--- config.mk ---
export PLATFORM = sky130hd
export DESIGN_NAME = sgm_window_row
export DESIGN_NICKNAME = d
export VERILOG_FILES = /design/src/rtl/sgm_pkg.sv /design/src/rtl/sgm_window_row.sv
export SDC_FILE = /design/constraint.sdc
export NUM_CORES = 1
export LEC_CHECK = 0
export ABC_AREA = 1
export BUFFER_PORTS_ARGS = -buffer_cell sky130_fd_sc_hd__buf_2
export CORE_MARGIN = 3
export CORE_UTILIZATION = 40
export DETAILED_ROUTE_END_ITERATION = 8
export GPL_ROUTABILITY_DRIVEN = 0
export PLACE_DENSITY = 0.84
export SLEW_MARGIN = 30
export SYNTH_ARGS = -nofsm -noshare
export SYNTH_HDL_FRONTEND = slang
export SYNTH_SLANG_ARGS = --single-unit
--- constraint.sdc ---
create_clock -name clock -period 0.8 [get_ports clock]
set_clock_uncertainty 0.05 [all_clocks]
set_input_delay 0.08 -clock clock [delete_from_list [all_inputs] [get_ports clock]]
set_output_delay 0.08 -clock clock [all_outputs]
set_load 0.05 [all_outputs]
--- src/rtl/sgm_pkg.sv ---
// Shared types and constants for the Sobel gradient magnitude stream.
package sgm_pkg;

   localparam int CSR_BITS = 13;
   localparam logic [CSR_BITS-1:0] ROW_WIDTH_RESET = 13'd256;
   localparam int MIN_ROW_WIDTH = 2;

   typedef enum logic [2:0] {
      ST_IDLE,
      ST_READ0,
      ST_READ1,
      ST_READ2,
      ST_DRAIN,
      ST_CALC
   } sgm_state_type;

   typedef struct packed {
      logic shift;
      logic use_first;
   } sgm_row_ctrl_type;

endpackage

--- src/rtl/sgm_window_row.sv ---
// One row of the 3x3 window: three sample cells that shift toward the far end.
module sgm_window_row import sgm_pkg::*; #(
   parameter int VOXEL_BITS = 16
) (
   input  logic                         clock,
   input  sgm_row_ctrl_type             ctrl,
   input  logic signed [VOXEL_BITS-1:0] data_in,
   input  logic signed [VOXEL_BITS-1:0] first_voxel,
   output logic signed [VOXEL_BITS-1:0] tap0,
   output logic signed [VOXEL_BITS-1:0] tap1,
   output logic signed [VOXEL_BITS-1:0] tap2
);

   logic signed [VOXEL_BITS-1:0] cell_ff [3];
   logic signed [VOXEL_BITS-1:0] cell_in;

   assign cell_in = ctrl.use_first ? first_voxel : data_in;

   always_ff @(posedge clock) begin
      if (ctrl.shift) begin
         cell_ff[0] <= cell_in;
         cell_ff[1] <= cell_ff[0];
         cell_ff[2] <= cell_ff[1];
      end
   end

   assign tap0 = cell_ff[0];
   assign tap1 = cell_ff[1];
   assign tap2 = cell_ff[2];

endmodule

==> key figures <==
Drt
  • Number of antenna-violating nets in the routed design: 0
  • Post-route DRC: 0
  • Per-cell via count in the routed design: 4.647
  • Routed wirelength normalized by instance count: 15.87 um
  • First drt pass iteration count: 4
  • Via count: 1171
  • Routed Wire Length: 3999 um
  • Detailed router's first-iteration violation count: 87

Clocking
  • TritonCTS Buffers: 5
  • Cts-stage hold buffer count: 0
  • Number of sinks on the clock net: 48
  • Clock insertion delay at the later pin of the skew report: 0.29 ns
  • Clock tree from TritonCTS: built
  • Clock Tree Buf Depth: 2
  • Level count of the clock H-tree: 2
  • Clock-pin slew of the registers on the worst-case setup and hold paths: 0.08 ns
  • Clock Tree Root: sky130_fd_sc_hd__clkbuf_8

Worst setup path
  • Crit path capture type: output pin
  • Buffers & Inverters on Critical Path: 1
  • Cells on worst reg2reg path: 1
  • Number of logic stages on the critical path including buffering: 1
  • Kind of critical path: reg -> out
  • WP data arrival: 0.95 ns
  • Data required, critical path: 0.67 ns
  • Type of element launching the critical path: register
  • Worst-path fanout max: 2
  • Slowest stage cell, crit path: sky130_fd_sc_hd__edfxtp_1
  • Critical path, cell by cell: buf_6
  • Family of cells with the greatest summed delay on the critical path: flip-flops
  • Maximum cell stage delay along the critical path: 0.47 ns

Finish
  • Registers with the most flip-flops: cell_ff x48
  • Commonest non-fill, non-tap cells in the layout: sky130_fd_sc_hd__buf_6 (52), sky130_fd_sc_hd__edfxtp_1 (48), sky130_fd_sc_hd__nand2_1 (43)
  • Most common library cell in the layout ignoring fill and taps: sky130_fd_sc_hd__buf_6
  • Post-layout nets: 238
  • Share of layout cells above drive strength 1: 55.39%
  • Antenna cell count: 0
  • Max reg flops: 48
  • Register with the most flip-flops: cell_ff
  • Area growth from synthesis to layout: 59.76%

Timing
  • Fin crit period: 1.081 ns
  • Final Max Slew Viols: 0
  • Fmax: 0.9248 GHz
  • Relative max-transition margin: 87.42%
  • Setup repair after global routing missed its margin: true
  • Worst slew pin tran: 0.1887 ns
  • Post-route worst hold slack: 0.01299 ns
  • Number of setup violations in the final report: 62
  • Final Hold Fails: 0
  • Final critical-path setup slack: -0.2813 ns
  • Part of the cycle the worst path needs: 135.2%

Global routing
  • Pin count of the biggest net entering global routing: 38
  • Number of antenna violations at the first check in global routing: 0
  • Number of global-route vias before repair: 1148
  • Total global-route track usage: 16.09%
  • Global-route wire length before repair: 5885 um
  • Remaining global-route overflow: 0

Synthesis
  • Portion of the post-synthesis area used by sequential elements: 85.52%
  • Post-Syn Area: 1685 um^2
  • Net Count, Synth: 135
  • Number of library cell types mapped by synthesis: 6
  • Cells after synthesis: 100
  • Warnings, synthesis: 0
  • Number of register bits inferred by synthesis: 48
  • Mean area per synthesized cell: 16.85 um^2

Floorplanning
  • Core area: 3854 um^2
  • DIE HEIGHT: 70.91 um
  • Die Outline Area: 5028 um^2
  • Starting Density: 43.73%
  • Std-Cell Rows: 22
  • Number of ports placed on the die boundary: 83
  • Width of the die: 70.91 um

Run status
  • Run status: finished, violations left
  • Violations in the final reports: negative setup slack

Pwr
  • Max IR drop VDD: 0.7549 mV
  • Power per Cell Area: 2318 nW/um^2
  • Leak pwr: 1.190 nW

Placement
  • Worst-case setup slack after placement: -0.002763 ns
  • Number of port buffers: 82

Run
  • Count of max-cap constraint violations: 0

Worst hold path
  • Worst Hold Path Cells: 3
  • Path type of the worst min-delay path: in -> reg
[cell type report]
class / count / area, um^2
fill: 228 / 1161
timing repair buffer: 99 / 878.3
clock inverter: 3 / 42.54
tap: 48 / 60.06
sequential: 48 / 1441
inverter: 1 / 8.758
clock buffer: 5 / 68.82
multi-input combinational: 48 / 192.7
[power by group]
part / switching (W) / internal [W] / leakage [nW]
registers: 0.000141 / 0.00301 / 0.469
logic: 0.000892 / 0.000525 / 0.667
clock network: 0.000750 / 0.000924 / 0.0541
[through the flow]
stage / setup TNS (ns) / std cells / cell area (um^2) / power, W / util [%]
2_1_floorplan: -5.716 / 100 / 1685 / 0.003899 / -
3_3_place_gp: 0 / 230 / 2161 / 0.004215 / 56.07
3_5_place_dp: -0.002763 / 230 / 2161 / 0.004243 / 56.07
4_1_cts: -10.37 / 248 / 2648 / 0.006195 / 68.70
5_1_grt: -12.74 / 252 / 2693 / 0.006463 / 69.87
6_report: -10.77 / 252 / 2693 / 0.006242 / 69.87
[cells in the mapped netlist]
| master | count | area [um^2] |
|---|---|---|
| sky130_fd_sc_hd__nand2_1 | 43 | 161.4 |
| sky130_fd_sc_hd__buf_6 | 2 | 22.52 |
| sky130_fd_sc_hd__inv_6 | 1 | 8.760 |
| sky130_fd_sc_hd__nand2_2 | 5 | 31.28 |
| sky130_fd_sc_hd__edfxtp_1 | 48 | 1441 |
| sky130_fd_sc_hd__buf_12 | 1 | 20.02 |
[routing by layer]
layer / wire length, um / global-route usage (%) / vias to the layer above
met5: 0 / 0 / -
met4: 78 / 5.010 / 0
met3: 309 / 4.261 / 7
met2: 2162 / 28.94 / 64
met1: 1449 / 18.70 / 550
li1: - / - / 550
[kinds of logic after synthesis]
group         share of synthesized area [%]
buf+inv                               3.044
simple gates                          11.43
flops                                 85.52
[path summary, 6_finish.rpt]
path / from / endpoint / slack [ns]
min: data_in[14] / cell_ff[0][14] / 0.01
max reg2reg: cell_ff[0][8] / cell_ff[0][24] / -0.08
max: cell_ff[0][27] / tap1[11] / -0.28
min reg2reg: cell_ff[0][26] / cell_ff[0][42] / 0.42
[timing repair]
item,4_1_cts,5_1_grt
resized for setup,96,4
buffers inserted,10,9
endpoints found under the setup margin,48,58
(Power assumes the default switching activity.)
