<file path="config.mk">
export PLATFORM = sky130hd
export DESIGN_NAME = sgm_magnitude
export DESIGN_NICKNAME = d
export VERILOG_FILES = /design/src/rtl/sgm_root_cell.sv /design/src/rtl/sgm_magnitude.sv
export SDC_FILE = /design/constraint.sdc
export NUM_CORES = 2
export LEC_CHECK = 0
export BUFFER_PORTS_ARGS = -buffer_cell sky130_fd_sc_hd__buf_2
export CORE_MARGIN = 8
export CORE_UTILIZATION = 45
export CTS_CLUSTER_DIAMETER = 200
export DETAILED_ROUTE_END_ITERATION = 6
export PLACE_DENSITY_LB_ADDON = 0.05
export SLEW_MARGIN = 20
export SYNTH_ARGS = -nofsm -noshare
export SYNTH_HDL_FRONTEND = slang
export SYNTH_SLANG_ARGS = --single-unit
</file>
<file path="constraint.sdc">
create_clock -name clock -period 34.7 [get_ports clock]
set_clock_uncertainty 0.05 [all_clocks]
set_input_delay 1.735 -clock clock [delete_from_list [all_inputs] [get_ports clock]]
set_output_delay 1.735 -clock clock [all_outputs]
set_load 0.02 [all_outputs]
</file>
<file path="src/rtl/sgm_root_cell.sv">
// One cell of the square root chain: retires one root bit per cell.
module sgm_root_cell #(
   parameter int MAG_BITS = 19
) (
   input  logic                    clock,
   input  logic                    reset,
   input  logic                    advance,
   input  logic                    in_valid,
   input  logic [2*MAG_BITS-1:0]   in_rad,
   input  logic [MAG_BITS+1:0]     in_rem,
   input  logic [MAG_BITS-1:0]     in_root,
   output logic                    out_valid,
   output logic [2*MAG_BITS-1:0]   out_rad,
   output logic [MAG_BITS+1:0]     out_rem,
   output logic [MAG_BITS-1:0]     out_root
);

   localparam int REM_BITS = MAG_BITS + 2;
   localparam int TMP_BITS = MAG_BITS + 4;

   logic                  valid_ff;
   logic [2*MAG_BITS-1:0] rad_ff;
   logic [REM_BITS-1:0]   rem_ff;
   logic [MAG_BITS-1:0]   root_ff;
   logic [TMP_BITS-1:0]   partial;
   logic [TMP_BITS-1:0]   trial;
   logic                  fits;
   logic [REM_BITS-1:0]   rem_in;
   logic [MAG_BITS-1:0]   root_in;
   logic [2*MAG_BITS-1:0] rad_in;

   always_comb begin
      partial = {in_rem, in_rad[2*MAG_BITS-1 -: 2]};
      trial   = {2'b00, in_root, 2'b01};
      fits    = partial >= trial;
      rem_in  = fits ? REM_BITS'(partial - trial) : REM_BITS'(partial);
      root_in = {in_root[MAG_BITS-2:0], fits};
      rad_in  = in_rad << 2;
   end

   always_ff @(posedge clock) begin
      if (reset) begin
         valid_ff <= 1'b0;
      end else if (advance) begin
         valid_ff <= in_valid;
      end
   end

   always_ff @(posedge clock) begin
      if (advance) begin
         rad_ff  <= rad_in;
         rem_ff  <= rem_in;
         root_ff <= root_in;
      end
   end

   assign out_valid = valid_ff;
   assign out_rad   = rad_ff;
   assign out_rem   = rem_ff;
   assign out_root  = root_ff;

endmodule

</file>
<file path="src/rtl/sgm_magnitude.sv">
// Gradient sums, squares and the square root cell chain with output hold.
module sgm_magnitude #(
   parameter int VOXEL_BITS = 16
) (
   input  logic                         clock,
   input  logic                         reset,
   input  logic                         push,
   output logic                         in_ready,
   input  logic signed [VOXEL_BITS-1:0] near0,
   input  logic signed [VOXEL_BITS-1:0] near1,
   input  logic signed [VOXEL_BITS-1:0] near2,
   input  logic signed [VOXEL_BITS-1:0] mid0,
   input  logic signed [VOXEL_BITS-1:0] mid2,
   input  logic signed [VOXEL_BITS-1:0] far0,
   input  logic signed [VOXEL_BITS-1:0] far1,
   input  logic signed [VOXEL_BITS-1:0] far2,
   input  logic                         out_ready,
   output logic                         out_valid,
   output logic [VOXEL_BITS+2:0]        magnitude
);

   localparam int GRAD_BITS = VOXEL_BITS + 3;
   localparam int ABS_BITS  = VOXEL_BITS + 2;
   localparam int SQ_BITS   = 2 * ABS_BITS;
   localparam int MAG_BITS  = VOXEL_BITS + 3;
   localparam int RAD_BITS  = 2 * MAG_BITS;
   localparam int REM_BITS  = MAG_BITS + 2;

   logic                        advance;
   logic signed [GRAD_BITS-1:0] gx_in;
   logic signed [GRAD_BITS-1:0] gy_in;
   logic signed [GRAD_BITS-1:0] gx_ff;
   logic signed [GRAD_BITS-1:0] gy_ff;
   logic                        grad_valid_ff;
   logic [ABS_BITS-1:0]         ax;
   logic [ABS_BITS-1:0]         ay;
   logic [SQ_BITS-1:0]          sqx_in;
   logic [SQ_BITS-1:0]          sqy_in;
   logic [SQ_BITS-1:0]          sqx_ff;
   logic [SQ_BITS-1:0]          sqy_ff;
   logic                        sq_valid_ff;
   logic [RAD_BITS-1:0]         sum_in;
   logic [RAD_BITS-1:0]         sum_ff;
   logic                        sum_valid_ff;

   logic                chain_valid [MAG_BITS];
   logic [RAD_BITS-1:0] chain_rad   [MAG_BITS];
   logic [REM_BITS-1:0] chain_rem   [MAG_BITS];
   logic [MAG_BITS-1:0] chain_root  [MAG_BITS];

   assign advance  = !out_valid || out_ready;
   assign in_ready = advance;

   always_comb begin
      gx_in = (GRAD_BITS'(far0) + (GRAD_BITS'(mid0) <<< 1) + GRAD_BITS'(near0))
            - (GRAD_BITS'(far2) + (GRAD_BITS'(mid2) <<< 1) + GRAD_BITS'(near2));
      gy_in = (GRAD_BITS'(far2) + (GRAD_BITS'(far1) <<< 1) + GRAD_BITS'(far0))
            - (GRAD_BITS'(near2) + (GRAD_BITS'(near1) <<< 1) + GRAD_BITS'(near0));
      ax     = gx_ff[GRAD_BITS-1] ? ABS_BITS'(-gx_ff) : ABS_BITS'(gx_ff);
      ay     = gy_ff[GRAD_BITS-1] ? ABS_BITS'(-gy_ff) : ABS_BITS'(gy_ff);
      sqx_in = ax * ax;
      sqy_in = ay * ay;
      sum_in = RAD_BITS'(sqx_ff) + RAD_BITS'(sqy_ff);
   end

   always_ff @(posedge clock) begin
      if (reset) begin
         grad_valid_ff <= 1'b0;
         sq_valid_ff   <= 1'b0;
         sum_valid_ff  <= 1'b0;
      end else if (advance) begin
         grad_valid_ff <= push;
         sq_valid_ff   <= grad_valid_ff;
         sum_valid_ff  <= sq_valid_ff;
      end
   end

   always_ff @(posedge clock) begin
      if (advance) begin
         gx_ff  <= gx_in;
         gy_ff  <= gy_in;
         sqx_ff <= sqx_in;
         sqy_ff <= sqy_in;
         sum_ff <= sum_in;
      end
   end

   assign chain_valid[0] = sum_valid_ff;
   assign chain_rad[0]   = sum_ff;
   assign chain_rem[0]   = '0;
   assign chain_root[0]  = '0;

   for (genvar k = 0; k < MAG_BITS; k++) begin : g_cell
      if (k < MAG_BITS - 1) begin : g_mid
         sgm_root_cell #(.MAG_BITS(MAG_BITS)) u_cell (
            .clock    (clock),
            .reset    (reset),
            .advance  (advance),
            .in_valid (chain_valid[k]),
            .in_rad   (chain_rad[k]),
            .in_rem   (chain_rem[k]),
            .in_root  (chain_root[k]),
            .out_valid(chain_valid[k+1]),
            .out_rad  (chain_rad[k+1]),
            .out_rem  (chain_rem[k+1]),
            .out_root (chain_root[k+1])
         );
      end else begin : g_last
         sgm_root_cell #(.MAG_BITS(MAG_BITS)) u_cell (
            .clock    (clock),
            .reset    (reset),
            .advance  (advance),
            .in_valid (chain_valid[k]),
            .in_rad   (chain_rad[k]),
            .in_rem   (chain_rem[k]),
            .in_root  (chain_root[k]),
            .out_valid(out_valid),
            .out_rad  (),
            .out_rem  (),
            .out_root (magnitude)
         );
      end
   end

endmodule

</file>
==> impl_metrics.csv <==
group,metric,value,unit
synth,synth_nets,7175,
clock_network,cts.sinks,1045,
setup_path,cp_common_cell,"inv_1",
synth,synth_cells,5969,
drt,routed_wl,149000,um
clock_network,cts_tree,"done",
die,die_h,408,um
die,dieArea,0.167,mm2
clock_network,cts-root-buf,"clkbuf_16",
sta,hold_viol_final,0,
finish,synthToLayoutAreaGrowth,10.0,%
die,io_pins,153,
sta,fin_setup_tns,0,ps
synth,synthFlopType,"edfxtp_1",
setup_path,slowest_delay,580,ps
sta,rsz0062_at_grt,"false",
setup_path,critPathBufInv,8,
synth,yosys.area_share.simple,9.20,%
setup_path,crit_slowest_cell,"edfxtp_1",
sta,setup_violations,0,
clock_network,cts_buffers,112,
die,core,0.153,mm2
drt,ant_nets,0,
synth,ys_warn_count,0,
clock_network,clockBufferDepth,3,
global_route,antenna_found_initial,3,
global_route,grt-ovfl-total,0,
sta,tightest_slew,1010,ps
drt,drcViolationCount,0,
synth,synth-xor-area-share,5.44,%
die,start_util,45.1,%
synth,synth-compound-area-share,7.92,%
synth,seq_area_frac_synth,45.0,%
synth,synth_area,0.0692,mm2
flow_run,drv_cap,0,
setup_path,required,35100,ps
drt,routed_via_density,5.05,
drt,routedWlPerCell,17.9,um
setup_path,worstSetupPathType,"register to register",
synth,avgSynthCellArea,11.6,um2
synth,synth_cell_types,89,
synth,synthAdderAreaFrac,25.7,%
placed_design,gp_congestion,0.935,
sta,fmax,107,MHz
synth,async_flop_share,0,%
synth,synth_top_family_by_area,"adder cells",
global_route,grt_usage,17.8,%
clock_network,cts_resized,0,
clock_network,clk_pin_slew,60,ps
die,die_w,408,um
sta,timing.final.crit_share,27.0,%
synth,synth_mux_area_share,0.495,%
setup_path,path_delay_family,"adder cells",
finish,final_layout_size_suffix_gt1_share,7.16,%
placed_design,dp_hpwl,118000,um
sta,fin_crit,9360,ps
sta,max_slew_margin,31.7,%
synth,synth_edf_count,1023,
clock_network,post-cts-setup-buffers,0,
die,num_rows,144,
min_path,worstHoldPathType,"register to register",
setup_path,cp.arrival,9760,ps
finish,design.final.nets,7396,
outcome,status,"finished, final reports clean",
setup_path,cp-start-kind,"register",
clock_network,clk_latency,700,ps
global_route,grt_max_degree,80,
placed_design,port_buffers,152,
setup_path,cp_max_fo,13,
drt,drt-pass1-iter-count,5,
setup_path,worstSetupEndpointType,"register",
drt,vias,42000,
synth,yosys_register_bits,1045,
drt,first_iter_violations,2533,
clock_network,cts-hold-fix-buffers,0,
sta,slew_viol_final,0,
global_route,grt_pass1_vias,43600,
clock_network,h-tree-depth,3,
global_route,grt_pass1_wl,239000,um
-- kinds of logic after synthesis --
group | count (synthesis)
simple gates | 1379
fa+ha+maj | 1074
buf+inv | 1137
compound gates | 873
other cells | 1
flops | 1045
mux | 31
xor+xnor | 429
-- stage by stage --
step           cells  cell area [um2]  util [%]  hold WS (ps)  setup WS, ps
5_1_grt         8330            76100      49.6           342         24600
2_1_floorplan   5969            69200         -           350          3070
3_5_place_dp    8120            72500      47.3           355         25300
3_3_place_gp    8120            72500      47.3           350         25540
4_1_cts         8330            76100      49.6           324         25270
6_report        8331            76100      49.6           346         25340
-- cell usage in the layout, fill, tap and decap left out, types with 28 or more instances in the layout --
cell type,n
a21o_1,120
a21oi_1,275
buf_2,152
buf_4,47
clkbuf_16,114
clkinv_1,36
edfxtp_1,1023
fa_1,575
ha_1,499
inv_1,1032
nand2_1,464
nand2b_1,70
nand3_1,70
nand4_1,28
nor2_1,410
nor2b_1,51
nor3_1,86
nor4_1,39
o21a_1,55
o21ai_0,213
o31ai_1,29
or2_2,29
or3_1,36
xnor2_1,268
xor2_1,157
-- worst reg2reg max path: cells and delay by family, from the launching register on --
family,cells,cell delay (ps)
xor gates and xnor gates,2,640
AOI/OAI and AO/OA,7,1880
adders and majority gates,7,3460
buffers and inverters,8,1200
and+or+nand+nor,6,1290
DFF,1,580
-- final timing paths --
check	start	to	slack, ps	cells past startpoint
hold reg to reg	g_cell[6].g_mid.u_cell.out_rad[23]$_DFFE_PP_	g_cell[7].g_mid.u_cell.out_rad[25]$_DFFE_PP_	350	0
setup reg to reg	gy_ff[0]$_DFFE_PP_	sqy_ff[31]$_DFFE_PP_	25340	30
setup / recovery	gy_ff[0]$_DFFE_PP_	sqy_ff[31]$_DFFE_PP_	25340	30
hold / removal	g_cell[6].g_mid.u_cell.out_rad[23]$_DFFE_PP_	g_cell[7].g_mid.u_cell.out_rad[25]$_DFFE_PP_	350	0
-- registers in the layout, summed over array words and instances, names as in the netlist, 18 cells and up --
name,count
g_cell.g_last.u_cell.out_root,19
g_cell.g_mid.u_cell.out_root,171
g_cell.g_mid.u_cell.out_rad,342
sum_ff,37
sqx_ff,35
sqy_ff,35
g_cell.g_mid.u_cell.out_rem,346
gx_ff,19
g_cell.g_mid.u_cell.out_valid,18
gy_ff,19
-- area by class of cell --
cell class / instances / area [um2]
clock inverter: 75 / 681
timing repair buffer: 199 / 1110
fill: 13900 / 77200
tap: 2044 / 2560
clock buffer: 135 / 2930
multi-input combinational: 3787 / 33700
sequential: 1045 / 31200
antenna: 1 / 2.50
inverter: 1045 / 3930
-- Yosys cell counts (10+ instances only) --
master	number	area, um2
clkinv_1	10	37.5
nor4_1	39	244
a211oi_1	22	165
xor2_1	157	1380
nand4_1	28	175
o21bai_1	19	143
nor2b_1	51	319
nor3_1	87	435
nand3_1	70	350
dfxtp_1	22	440
nand3b_1	16	120
o31ai_1	29	218
inv_1	1033	3880
a21oi_1	275	1380
or3_1	36	225
nand2_1	464	1740
or4_1	17	128
mux2_2	26	293
o21a_1	55	413
fa_1	575	11500
nand2b_1	70	438
and2_1	13	81.3
a21boi_0	13	97.6
xnor2_1	271	2370
nor2_1	410	1540
edfxtp_1	1023	30700
buf_2	12	60.1
a31oi_1	19	119
or2_2	29	181
and4_1	10	87.6
o31a_1	10	87.6
a21o_1	120	901
o21ai_0	213	1070
clkbuf_1	71	267
and3_1	20	125
ha_1	499	6240
-- layer usage --
layer	global-route usage (%)	vias to the layer above	wire length (um)	part of all wire [%]
li1	-	20600	-	-
met1	23.3	20600	66400	44
met2	30.8	692	72800	49
met3	2.50	199	5680	3.8
met4	5.53	2	4420	3.0
met5	0	-	10	0.0067
Power is left out: the tool's default activity adds up to more than one toggle a clock period on the data nets, which glitch-free logic cannot reach.
